File: config.mk
export PLATFORM = sky130hd
export DESIGN_NAME = float32_binary_scale_flat
export DESIGN_NICKNAME = d
export VERILOG_FILES = /design/src/hdl/fbs_pkg.sv /design/src/hdl/fbs_if.sv /design/src/hdl/fbs_decode.sv /design/src/hdl/fbs_plan.sv /design/src/hdl/fbs_pack.sv /design/src/hdl/float32_binary_scale.sv /design/src/flat_wrapper.sv
export SDC_FILE = /design/constraint.sdc
export NUM_CORES = 1
export LEC_CHECK = 0
export BUFFER_PORTS_ARGS = -buffer_cell sky130_fd_sc_hd__buf_4
export CORE_ASPECT_RATIO = 0.6
export CORE_MARGIN = 2
export CORE_UTILIZATION = 60
export CTS_CLUSTER_SIZE = 25
export DETAILED_ROUTE_END_ITERATION = 7
export GPL_TIMING_DRIVEN = 0
export PLACE_DENSITY_LB_ADDON = 0.05
export SYNTH_ARGS = -nofsm -noshare
export SYNTH_HDL_FRONTEND = slang
export SYNTH_HIERARCHICAL = 1
export SYNTH_SLANG_ARGS = --single-unit
File: constraint.sdc
create_clock -name clock -period 8.7 [get_ports clock]
set_input_delay 0.435 -clock clock [delete_from_list [all_inputs] [get_ports clock]]
set_output_delay 0.435 -clock clock [all_outputs]
set_load 0.01 [all_outputs]
File: src/hdl/fbs_pkg.sv
// Package for the float32 binary scale block: field widths, beat types and helpers.
// Depends on nothing; the decode, plan, pack and top-level files refer to it by scoped names.
package fbs_pkg;

   localparam int XW  = 32;
   localparam int SW  = 64;
   localparam int MW  = 23;

   typedef struct packed {
      logic [31:0] x_bits;
      logic signed [63:0] scale;
   } req_type;

   typedef struct packed {
      logic [31:0] result_bits;
      logic        overflow_flag;
      logic        underflow_flag;
   } rsp_type;

   // Operand classes decided in the first stage.
   localparam logic [1:0] CLS_PASS = 2'd0;
   localparam logic [1:0] CLS_NORM = 2'd1;
   localparam logic [1:0] CLS_SUB  = 2'd2;

   // Decoded operand after the first stage. The scale is clamped to an
   // 11-bit signed value (+-1000 is beyond every boundary the logic uses).
   typedef struct packed {
      logic [1:0]         cls;
      logic               sign;
      logic [7:0]         expo;
      logic [22:0]        mant;
      logic signed [10:0] n;
      logic [4:0]         lz;
      logic [31:0]        x_bits;
   } dec_type;

   // Second stage: the shift plan.
   localparam logic [2:0] OP_PASS  = 3'd0;
   localparam logic [2:0] OP_RIGHT = 3'd1;
   localparam logic [2:0] OP_LEFT  = 3'd2;
   localparam logic [2:0] OP_INF   = 3'd3;
   localparam logic [2:0] OP_NORM  = 3'd4;
   localparam logic [2:0] OP_RENRM = 3'd5;

   typedef struct packed {
      logic [2:0]  op;
      logic        sign;
      logic [7:0]  expo;
      logic [23:0] full;
      logic [4:0]  sh;
      logic        zero;
      logic        unf;
      logic [31:0] x_bits;
   } plan_type;

   function automatic logic [4:0] lead_zeros(input logic [22:0] m);
      logic [4:0] lz;
      lz = 5'd23;
      for (int i = 0; i < 23; i++) begin
         if (m[i]) lz = 5'(22 - i);
      end
      return lz;
   endfunction

endpackage

File: src/hdl/fbs_if.sv
// Valid/ready channel interface carrying one beat of a given payload type.
// Depends on fbs_pkg only through the type parameter supplied at instantiation.
interface fbs_if #(parameter type payload_type = logic) (input logic clock);
   logic        valid;
   logic        ready;
   payload_type data;
   modport source (output valid, output data, input ready);
   modport sink   (input valid, input data, output ready);
endinterface

File: src/hdl/fbs_decode.sv
// Stage one: classify the operand, clamp the scale, count mantissa leading zeros.
// Depends on fbs_pkg.
module fbs_decode (
   input  logic              clock,
   input  logic              reset,
   input  logic              adv,
   input  logic              in_valid,
   input  fbs_pkg::req_type  in_data,
   output logic              out_valid,
   output fbs_pkg::dec_type  out_data
);
   logic             valid_ff, valid_in;
   fbs_pkg::dec_type data_ff, data_in;
   logic [7:0]       e;
   logic [22:0]      m;
   logic signed [63:0] s;

   always_comb begin
      e = in_data.x_bits[30:23];
      m = in_data.x_bits[22:0];
      s = in_data.scale;
      data_in.sign   = in_data.x_bits[31];
      data_in.expo   = e;
      data_in.mant   = m;
      data_in.x_bits = in_data.x_bits;
      data_in.lz     = fbs_pkg::lead_zeros(m);
      if (s > 64'sd1000)       data_in.n = 11'sd1000;
      else if (s < -64'sd1000) data_in.n = -11'sd1000;
      else                     data_in.n = s[10:0];
      if (e == 8'hFF || (e == 8'd0 && m == '0)) data_in.cls = fbs_pkg::CLS_PASS;
      else if (e != 8'd0)                       data_in.cls = fbs_pkg::CLS_NORM;
      else                                      data_in.cls = fbs_pkg::CLS_SUB;
   end

   assign valid_in = in_valid;

   always_ff @(posedge clock) begin
      if (reset) begin
         valid_ff <= 1'b0;
      end else if (adv) begin
         valid_ff <= valid_in;
      end
      if (adv) data_ff <= data_in;
   end

   assign out_valid = valid_ff;
   assign out_data  = data_ff;
endmodule

File: src/hdl/fbs_plan.sv
// Stage two: exponent arithmetic and range checks that choose the shift.
// Depends on fbs_pkg.
module fbs_plan (
   input  logic              clock,
   input  logic              reset,
   input  logic              adv,
   input  logic              in_valid,
   input  fbs_pkg::dec_type  in_data,
   output logic              out_valid,
   output fbs_pkg::plan_type out_data
);
   logic              valid_ff;
   fbs_pkg::plan_type data_ff, data_in;
   logic signed [11:0] sum, nlz, rsh;

   always_comb begin
      sum = 12'(signed'({1'b0, in_data.expo})) + 12'(in_data.n);
      nlz = 12'(in_data.n) - 12'(signed'({1'b0, in_data.lz}));
      rsh = 12'sd1 - sum;
      data_in.sign   = in_data.sign;
      data_in.x_bits = in_data.x_bits;
      data_in.full   = {1'b1, in_data.mant};
      data_in.expo   = in_data.expo;
      data_in.sh     = '0;
      data_in.zero   = 1'b0;
      data_in.unf    = 1'b0;
      data_in.op     = fbs_pkg::OP_PASS;
      unique case (in_data.cls)
         fbs_pkg::CLS_NORM: begin
            if (sum <= 12'sd0) begin
               data_in.op   = fbs_pkg::OP_RIGHT;
               data_in.unf  = 1'b1;
               data_in.zero = (rsh >= 12'sd24);
               data_in.sh   = rsh[4:0];
            end else if (sum >= 12'sd255) begin
               data_in.op = fbs_pkg::OP_INF;
            end else begin
               data_in.op   = fbs_pkg::OP_NORM;
               data_in.expo = sum[7:0];
            end
         end
         fbs_pkg::CLS_SUB: begin
            data_in.full = {1'b0, in_data.mant};
            if (in_data.n <= 11'sd0) begin
               data_in.op   = fbs_pkg::OP_RIGHT;
               data_in.zero = (in_data.n <= -11'sd23);
               data_in.sh   = 5'(-in_data.n);
            end else if (nlz <= 12'sd0) begin
               data_in.op = fbs_pkg::OP_LEFT;
               data_in.sh = in_data.n[4:0];
            end else if (nlz >= 12'sd255) begin
               data_in.op = fbs_pkg::OP_INF;
            end else begin
               data_in.op   = fbs_pkg::OP_RENRM;
               data_in.expo = nlz[7:0];
               data_in.sh   = 5'(in_data.lz + 5'd1);
            end
         end
         default: data_in.op = fbs_pkg::OP_PASS;
      endcase
   end

   always_ff @(posedge clock) begin
      if (reset) begin
         valid_ff <= 1'b0;
      end else if (adv) begin
         valid_ff <= in_valid;
      end
      if (adv) data_ff <= data_in;
   end

   assign out_valid = valid_ff;
   assign out_data  = data_ff;
endmodule

File: src/hdl/fbs_pack.sv
// Stage three: mantissa shift and packing of the result word and flags.
// Depends on fbs_pkg.
module fbs_pack (
   input  logic              clock,
   input  logic              reset,
   input  logic              adv,
   input  logic              in_valid,
   input  fbs_pkg::plan_type in_data,
   output logic              out_valid,
   output fbs_pkg::rsp_type  out_data
);
   logic             valid_ff;
   fbs_pkg::rsp_type data_ff, data_in;
   logic [23:0]      rsh;
   logic [22:0]      lsh;

   always_comb begin
      rsh = in_data.zero ? 24'd0 : (in_data.full >> in_data.sh);
      lsh = in_data.full[22:0] << in_data.sh;
      data_in.overflow_flag  = 1'b0;
      data_in.underflow_flag = in_data.unf;
      unique case (in_data.op)
         fbs_pkg::OP_RIGHT: data_in.result_bits = {in_data.sign, 8'd0, rsh[22:0]};
         fbs_pkg::OP_LEFT:  data_in.result_bits = {in_data.sign, 8'd0, lsh};
         fbs_pkg::OP_INF: begin
            data_in.result_bits   = {in_data.sign, 8'hFF, 23'd0};
            data_in.overflow_flag = 1'b1;
         end
         fbs_pkg::OP_NORM:  data_in.result_bits =
                               {in_data.sign, in_data.expo, in_data.full[22:0]};
         fbs_pkg::OP_RENRM: data_in.result_bits = {in_data.sign, in_data.expo, lsh};
         default:           data_in.result_bits = in_data.x_bits;
      endcase
   end

   always_ff @(posedge clock) begin
      if (reset) begin
         valid_ff <= 1'b0;
      end else if (adv) begin
         valid_ff <= in_valid;
      end
      if (adv) data_ff <= data_in;
   end

   assign out_valid = valid_ff;
   assign out_data  = data_ff;
endmodule

File: src/hdl/float32_binary_scale.sv
// Top level of the float32 binary scale block: three-stage pipeline with handshake.
// Depends on fbs_pkg, fbs_if, fbs_decode, fbs_plan and fbs_pack.
//
// This block multiplies a single-precision bit pattern by a signed 64-bit power
// of two, truncating rather than rounding, and reports overflow (saturation to
// a signed infinity) and underflow (a normal operand that became denormal or
// zero). Zero, infinity and NaN pass through unchanged. Every request beat
// yields exactly one response beat, and a new beat is taken in every cycle
// in which the pipeline advances. Each beat passes through the three register
// stages (decode with leading-zero count, exponent arithmetic, mantissa shift
// and pack). The whole pipeline advances together whenever the output register
// is empty or is being drained, so a stalled response holds every stage in
// place and no beat is lost or repeated. There is no configuration and no
// state beyond the pipeline itself; reset clears only the valid bits.
module float32_binary_scale (
   input logic  clock,
   input logic  reset,
   fbs_if.sink   req,
   fbs_if.source rsp
);
   logic              adv;
   logic              v1, v2;
   fbs_pkg::dec_type  d1;
   fbs_pkg::plan_type d2;

   // Advance all stages when the last stage is empty or its beat is taken.
   assign adv       = !rsp.valid || rsp.ready;
   assign req.ready = adv;

   fbs_decode u_decode (
      .clock(clock), .reset(reset), .adv(adv),
      .in_valid(req.valid), .in_data(req.data),
      .out_valid(v1), .out_data(d1)
   );

   fbs_plan u_plan (
      .clock(clock), .reset(reset), .adv(adv),
      .in_valid(v1), .in_data(d1),
      .out_valid(v2), .out_data(d2)
   );

   fbs_pack u_pack (
      .clock(clock), .reset(reset), .adv(adv),
      .in_valid(v2), .in_data(d2),
      .out_valid(rsp.valid), .out_data(rsp.data)
   );
endmodule
File: src/flat_wrapper.sv
// flat-port wrapper written by rule: the top's interface ports become plain ports
module float32_binary_scale_flat 
  (clock, reset, req_valid, req_data, req_ready, rsp_valid, rsp_data, rsp_ready);
  fbs_if req_i (.clock(clock));
  fbs_if rsp_i (.clock(clock));
  input logic clock;
  input logic reset;
  input wire logic [$bits(req_i.valid)-1:0] req_valid;
  input wire logic [$bits(req_i.data)-1:0] req_data;
  output wire logic [$bits(req_i.ready)-1:0] req_ready;
  output wire logic [$bits(rsp_i.valid)-1:0] rsp_valid;
  output wire logic [$bits(rsp_i.data)-1:0] rsp_data;
  input wire logic [$bits(rsp_i.ready)-1:0] rsp_ready;
  assign req_i.valid = req_valid;
  assign req_i.data = req_data;
  assign req_ready = req_i.ready;
  assign rsp_valid = rsp_i.valid;
  assign rsp_data = rsp_i.data;
  assign rsp_i.ready = rsp_ready;
  float32_binary_scale u_core (.clock(clock), .reset(reset), .req(req_i), .rsp(rsp_i));
endmodule
# == Word-level counts from Yosys, hierarchy flattened ==
# Cells that the tools add are included.
# classes
n_reduce_logical,2
# op_table
op,count
$logic_not 1->1,1
$logic_or 1x1->1,1
# totals
regBits,3
inputBits,5
out_inout_bits,3
wordCells,5

# == Depth between registers and ports, before layout ==
# Gate-level depths: netlist of the first run.
# logic_depth
depth_word,2
depth_mapped,12
mapped_depth_nobuf,11

# == Modules after synthesis ==
# The synthesis of the first run kept the hierarchy.
# by_module_without_submodules
module,n_inst,cells_each,area_each_um2,seq_area_each_um2
fbs_plan,1,366,4237.8,2272.2
fbs_pack,1,444,4145.2,1041.0
fbs_decode,1,195,2443.6,1521.5
float32_binary_scale,1,2,10.0,0.0

# == Worst setup path before layout of the first run ==
# Ideal clock, no wire load.
# synth_path
kind,in2reg
start,input rsp_ready
end,"register u_core.u_decode.valid_ff, in the netlist u_core/u_decode/out_valid"
setup_time_ns,0.136
arrival_time_ns,4.926
slack_ns,3.638
stages,3
path_cell_list,nand2b_1 mux2i_1 nor2_1
# synth_via
elab_chain_cells,1
# synth_rtl
item,line_no,source
start: declaration,flat_wrapper.sv:13,input wire logic [$bits(rsp_i.ready)-1:0] rsp_ready;
$logic_or 1x1->1,float32_binary_scale.sv:27,assign adv = !rsp.valid || rsp.ready;
end signal: assignment,fbs_decode.sv:41,valid_ff <= valid_in;
end: declaration,fbs_decode.sv:12,"logic valid_ff, valid_in;"
# Every way passes these cells.
# A chain may end at the register's enable or synchronous reset.

==> results of run 1 <==
metrics by stage:
stage               cell area [um^2]  hold slack, ns  power [mW]  cells
floorplan                       2590           0.400       0.203    381
global placement                2700           0.402       0.212    430
detailed placement              2700           0.424       0.218    430
CTS                             2770           0.325       0.325    434
global route                    2770           0.321       0.346    434
finish                          2770           0.325       0.340    434
worst max-delay path: stages, from the launching register on:
cell	delay [ns]
edfxtp_1	0.38
buf_4	0.11
ha_1	0.18
inv_1	0.08
fa_1	0.40
and2b_1	0.30
o22ai_1	0.15
xnor2_2	0.16
nor4_1	0.38
nand3_1	0.17
nor2_1	0.18
nor2_1	0.10
nor2_1	0.15
power by group through the flow:
stage	registers, mW	logic [mW]	clock network, mW
2_1_floorplan	0.149	0.0545	0
3_3_place_gp	0.149	0.0632	0
3_5_place_dp	0.150	0.0680	0
4_1_cts	0.147	0.0726	0.105
5_1_grt	0.148	0.0897	0.108
6_report	0.148	0.0868	0.106
per-layer routing:
metal	routed length, um	vias to the layer above
met2	3500	189
met3	632	83
met1	2600	1021
met5	0	-
li1	-	970
met4	636	0
final cells by class:
type                       instances  area (um^2)
multi-input combinational        331         1720
sequential                        26          751
fill                             101          179
buffer                            15         87.6
timing repair buffer               7         52.6
tap                               42         52.6
clock buffer                       3         41.3
inverter                           9         33.8
clock inverter                     1         30.0
path summary, 6_finish.rpt:
kind	slack, ns	to
worst min register to register	0.45	u_core/u_pack/out_data[0]
worst max-delay path	5.82	u_core/u_plan/out_data[32]
worst min-delay path	0.33	u_core/u_decode/out_valid
worst max register to register	5.82	u_core/u_plan/out_data[32]
registers in the layout, indices dropped and copies added, names as in the netlist:
register	count
u_core/u_plan/out_data	1
u_core/u_decode/out_data	21
u_core/u_plan/out_valid	1
u_core/u_pack/out_data	1
u_core/u_pack/out_valid	1
u_core/u_decode/out_valid	1
==> key figures, run 1 <==
Finish
  – # diodes: 0
  – Layout Area Growth over Synthesis: 45.0%
  – Nets: 408
  – Final Util: 93.9%
  – Commonest cells after routing, fill and taps aside: 183 x conb_1, 23 x nor4_1, 23 x edfxtp_1
  – Commonest non-fill, non-tap cell in the layout: conb_1
  – Layout cell share with drive strength beyond 1: under 10%

CTS
  – CTS sink count: 26
  – CTS resizes: 0
  – H-tree Lvls: 1
  – TritonCTS Buffers: 3
  – # hold bufs at CTS: 0
  – Postcts setup bufs: 0
  – Root Buffer: clkbuf_8
  – Worst-Skew Late Latency: 0.28 ns
  – Longest Clk Path Bufs: 2
  – Clock-pin slew on the worst setup and hold paths: 0.10 ns
  – CTS tree: built

Worst setup path
  – Worst R2R Start: u_core/u_decode/out_data[71]
  – Critical Path Start Type: register
  – CP Data Arrival Time: between 3 and 4 ns
  – Crit. End Element: register
  – Critical path startpoint: u_core/u_decode/out_data[71]
  – Crit-path max FO: 3
  – Critical Path RT: 8.84 ns
  – Worst Setup Path Type: register to register
  – Reg2Reg Depth: 12

Synthesis
  – Syn Std Cell Area: between 1500 and 2000 um^2
  – Yosys warnings: 6
  – Syn Inst Count: between 150 and 200
  – Syn avg cell area: 9.59 um^2

Status
  – Status: complete, no violations

GRT
  – Vias in the first global route: 2,376
  – M3 GR Usage: 12.5%
  – Initial antenna violation count: 0
  – First-pass GRT wire length: 11.3 mm
  – Total track usage: 43.4%
  – GR Overflow Total: 0
  – Busiest grt layer: met2
  – GR Util met2: 84.0%
  – Largest net degree at the start of global routing: 28
  – Met1 Usage GRT: around 41%

Power
  – Sequential share of power: a little over two fifths
  – Int Pwr: 0.235 mW
  – NetSw: between 0.1 and 0.15 mW
  – Combinational Power Share: 25.5%
  – Power Density: about 120 nW/um^2
  – VDD IR max: 95.6 uV
  – Leakage power: 1.46 nW
  – Sw frac: between 30 and 40%
  – Share of total power in the clock network: a little under a third

STA
  – Minimum clock period: 2.88 ns
  – Setup ws final: just under 6 ns
  – Skew final: 0.00282 ns
  – RSZ-0062 raised after global routing: no
  – Setup TNS: 0 ns
  – Tcrit/Tclk final: 33.1%
  – Final setup violation count: 0
  – Max Freq: 347 MHz
  – Fin. max-slew vios: 0
  – Final hold viol count: 0
  – Worst-margin pin slew: 1.35 ns
  – Max_slew headroom: about a tenth

Drt
  – Initial drt markers: approximately 260
  – Drt drc: 0
  – Post-DRT Antenna Nets: 0
  – Vias: 2,263
  – Routed wire per std cell: between 15 and 20 um
  – Routed WL: 7.37 mm
  – Via/cell ratio: 5.21
  – Pre-antenna DRT Iters: 8

Die
  – Die area: 3660 um^2
  – Die Wd: 76.8 um
  – Ports: 8
  – Initial Utilization: 64.8%
  – FP Rows: 15
  – Height of the die: 47.7 um
  – CORE AREA: between 2000 and 3000 um^2

Place
  – DP HPWL: just under 4 mm
  – IO buf count: 7
  – Routability Congestion: 0.904
  – Dpl ws: 6.26 ns

Run
  – Max Cap Violations: 0

Worst hold path
  – Hold Crit Depth: 2
  – Hold path startpoint: reset
  – Worst Hold Class: input pin to register
No activity file was read; power rests on OpenSTA's default activity.
==> run 2: changes to the inputs <==
Clock period 8.7 ns to 2.8 ns, I/O delays scaled along.
==> run 2 against run 1 <==
Net effect: the flow now finishes with violations (setup timing); total power grew to 3.2 times the previous value; global-route usage is the same; worst hold slack lost 0.29 ns; wire length rose by 9.8%; final area up 0.54%; clock-buffer cell count did not move; critical path depth unchanged; combinational power grew to 3.3 times the previous value; sequential share of layout area decreased by 0.15 points; largest cell class unchanged.
==> key figures, run 2 (synthesis gave the netlist of run 1 again) <==
Power
  – Leakage power: 1.46 nW
  – Overall Power: 1.08 mW
  – Power Density: 387 nW/um^2
  – VDD IR max: 296 uV

Finish
  – Commonest cells after routing, fill and taps aside: 183 x conb_1, 23 x edfxtp_1, 22 x nor4_1
  – Fin area: 2780 um^2
  – Multi-input logic area: 1730 um^2
  – Seq. cell area: 751 um^2
  – Max FFs per register: 21
  – Layout Area Growth over Synthesis: 45.8%
  – Commonest non-fill, non-tap cell in the layout: conb_1
  – Fillcell total: 89
  – Layout cell share with drive strength beyond 1: just under 9%
  – Nets: 408
  – # diodes: 0
  – Final Non-Filler Cells: 434

STA
  – Max_slew headroom: 7.05%
  – Final hold viol count: 0
  – Setup TNS: -0.0435 ns
  – RSZ-0062 raised after global routing: no
  – Minimum clock period: 2.84 ns
  – Tcrit/Tclk final: 102%
  – Max Freq: 352 MHz
  – Fin. max-slew vios: 0
  – Final setup violation count: 1
  – Worst-margin pin slew: 1.39 ns
  – Skew final: 0.00458 ns
  – Hold slack: 0.0317 ns
  – Setup ws final: -0.0435 ns

Worst hold path
  – WHS Endpoint: u_core/u_decode/out_valid
  – Hold path startpoint: reset
  – Hold Crit Depth: 2
  – Worst Hold Class: input pin to register

Drt
  – Drt drc: 0
  – Pre-antenna DRT Iters: 5
  – Routed wire per std cell: 18.6 um
  – Initial drt markers: between 300 and 400
  – Vias: between 2,000 and 2,500
  – Post-DRT Antenna Nets: 0
  – Via/cell ratio: ~5.5
  – Routed WL: about 8 mm

Worst setup path
  – Worst path most repeated cell: nor2_1
  – Crit. End Element: register
  – Crit-path max FO: 3
  – Critical Path Max Stage Delay: approximately 0.41 ns
  – Reg2Reg Depth: 12
  – Critical-path cell list: buf_4, ha_1, inv_1, fa_1, and2b_1, o21ai_2, o211a_1, a31oi_1, o22a_1, nor2_1, nor2_1, nor2_1
  – Worst Setup Path Type: register to register
  – CP Data Arrival Time: 2.88 ns
  – Slowest cell on crit path: fa_1
  – Capture point of the worst reg-to-reg path: u_core/u_plan/out_data[32]
  – Critical Path Start Type: register
  – Worst R2R Start: u_core/u_decode/out_data[71]
  – Critical path startpoint: u_core/u_decode/out_data[71]
  – R2r setup slk: -0.04 ns
  – Critical Path RT: 2.84 ns

CTS
  – CTS sink count: 26
  – Longest Clk Path Bufs: 2
  – Postcts setup bufs: 0
  – H-tree Lvls: 1
  – Worst-Skew Late Latency: about 0.29 ns
  – TritonCTS Buffers: 3
  – Clock-pin slew on the worst setup and hold paths: 0.10 ns
  – Root Buffer: clkbuf_8
  – # hold bufs at CTS: 0
  – CTS tree: built

GRT
  – First-pass GRT wire length: 11.3 mm
  – GR Overflow Total: 0
  – Largest net degree at the start of global routing: 28
  – Vias in the first global route: 2,376
  – Initial antenna violation count: 0
  – Total track usage: ~43%

Place
  – Dpl cell area: 2700 um^2
  – IO buf count: 7
  – Placed insts: 430
  – Routability Congestion: 0.904
  – DP HPWL: 3.97 mm

Run
  – Max Cap Violations: 0

Die
  – FP Rows: 15
  – Die Wd: 76.8 um
  – CORE AREA: 2950 um^2
  – Ports: 8
  – Height of the die: 47.7 um
  – Initial Utilization: 64.8%
  – Die area: between 3000 and 4000 um^2

Status
  – Failing checks: setup timing
  – Status: finished with violations
[run 2: worst max-delay path by stage]
stage / end / slack [ns] / depth (start not counted)
after global placement: u_core/u_plan/out_data[32] / 0.46 / 12
after global routing: u_core/u_plan/out_data[32] / 0.01 / 12
after CTS: u_core/u_plan/out_data[32] / 0.11 / 12
after detailed placement: u_core/u_plan/out_data[32] / 0.36 / 11
final: u_core/u_plan/out_data[32] / -0.04 / 12
after floorplan: u_core/u_plan/out_data[32] / 0.66 / 12
[run 2: cell type report]
class	instances	share of cell area [%]
Tap cell	42	1.89
Timing Repair Buffer	7	1.89
Sequential cell	26	27.0
Clock buffer	3	1.48
Inverter	9	1.21
Buffer	15	3.15
Multi-Input combinational cell	331	62.3
Clock inverter	1	1.08
[run 2: metal layers]
layer	wire length (um)	global-route usage [%]	vias to the layer above
li1	-	-	972
met1	2670	41.4	1027
met2	3560	84.0	285
met3	1010	12.5	99
met4	854	37.5	0
met5	0	0	-
[run 2: critical path: cells and delay by family, from the launching register on]
| kind | cells | cell delay [ns] |
|---|---|---|
| adder cells (fa/ha/maj) | 2 | 0.59 |
| buffers and inverters | 2 | 0.19 |
| AO/OA/AOI/OAI | 4 | 0.79 |
| flip-flops | 1 | 0.37 |
| AND/OR/NAND/NOR | 4 | 0.65 |
[run 2: timing repair]
action                                  4_1_cts  5_1_grt
hold endpoints to repair                      0        0
endpoints found under the setup margin        0        1
gates resized for setup                       0        2
[run 2: per-stage QoR]
stage	util, %	setup slack [ns]
after detailed placement	91.5	0.360
after global routing	94.4	0.0118
after CTS	93.9	0.107
after floorplan	-	0.659
after global placement	91.5	0.463
final	94.4	-0.0435
[run 2: report_power, final]
group	internal, mW	total (mW)	switching [mW]	leakage [nW]
combinational	0.0942	0.289	0.195	1.16
clock	0.192	0.328	0.136	0.0357
sequential	0.447	0.460	0.0125	0.266
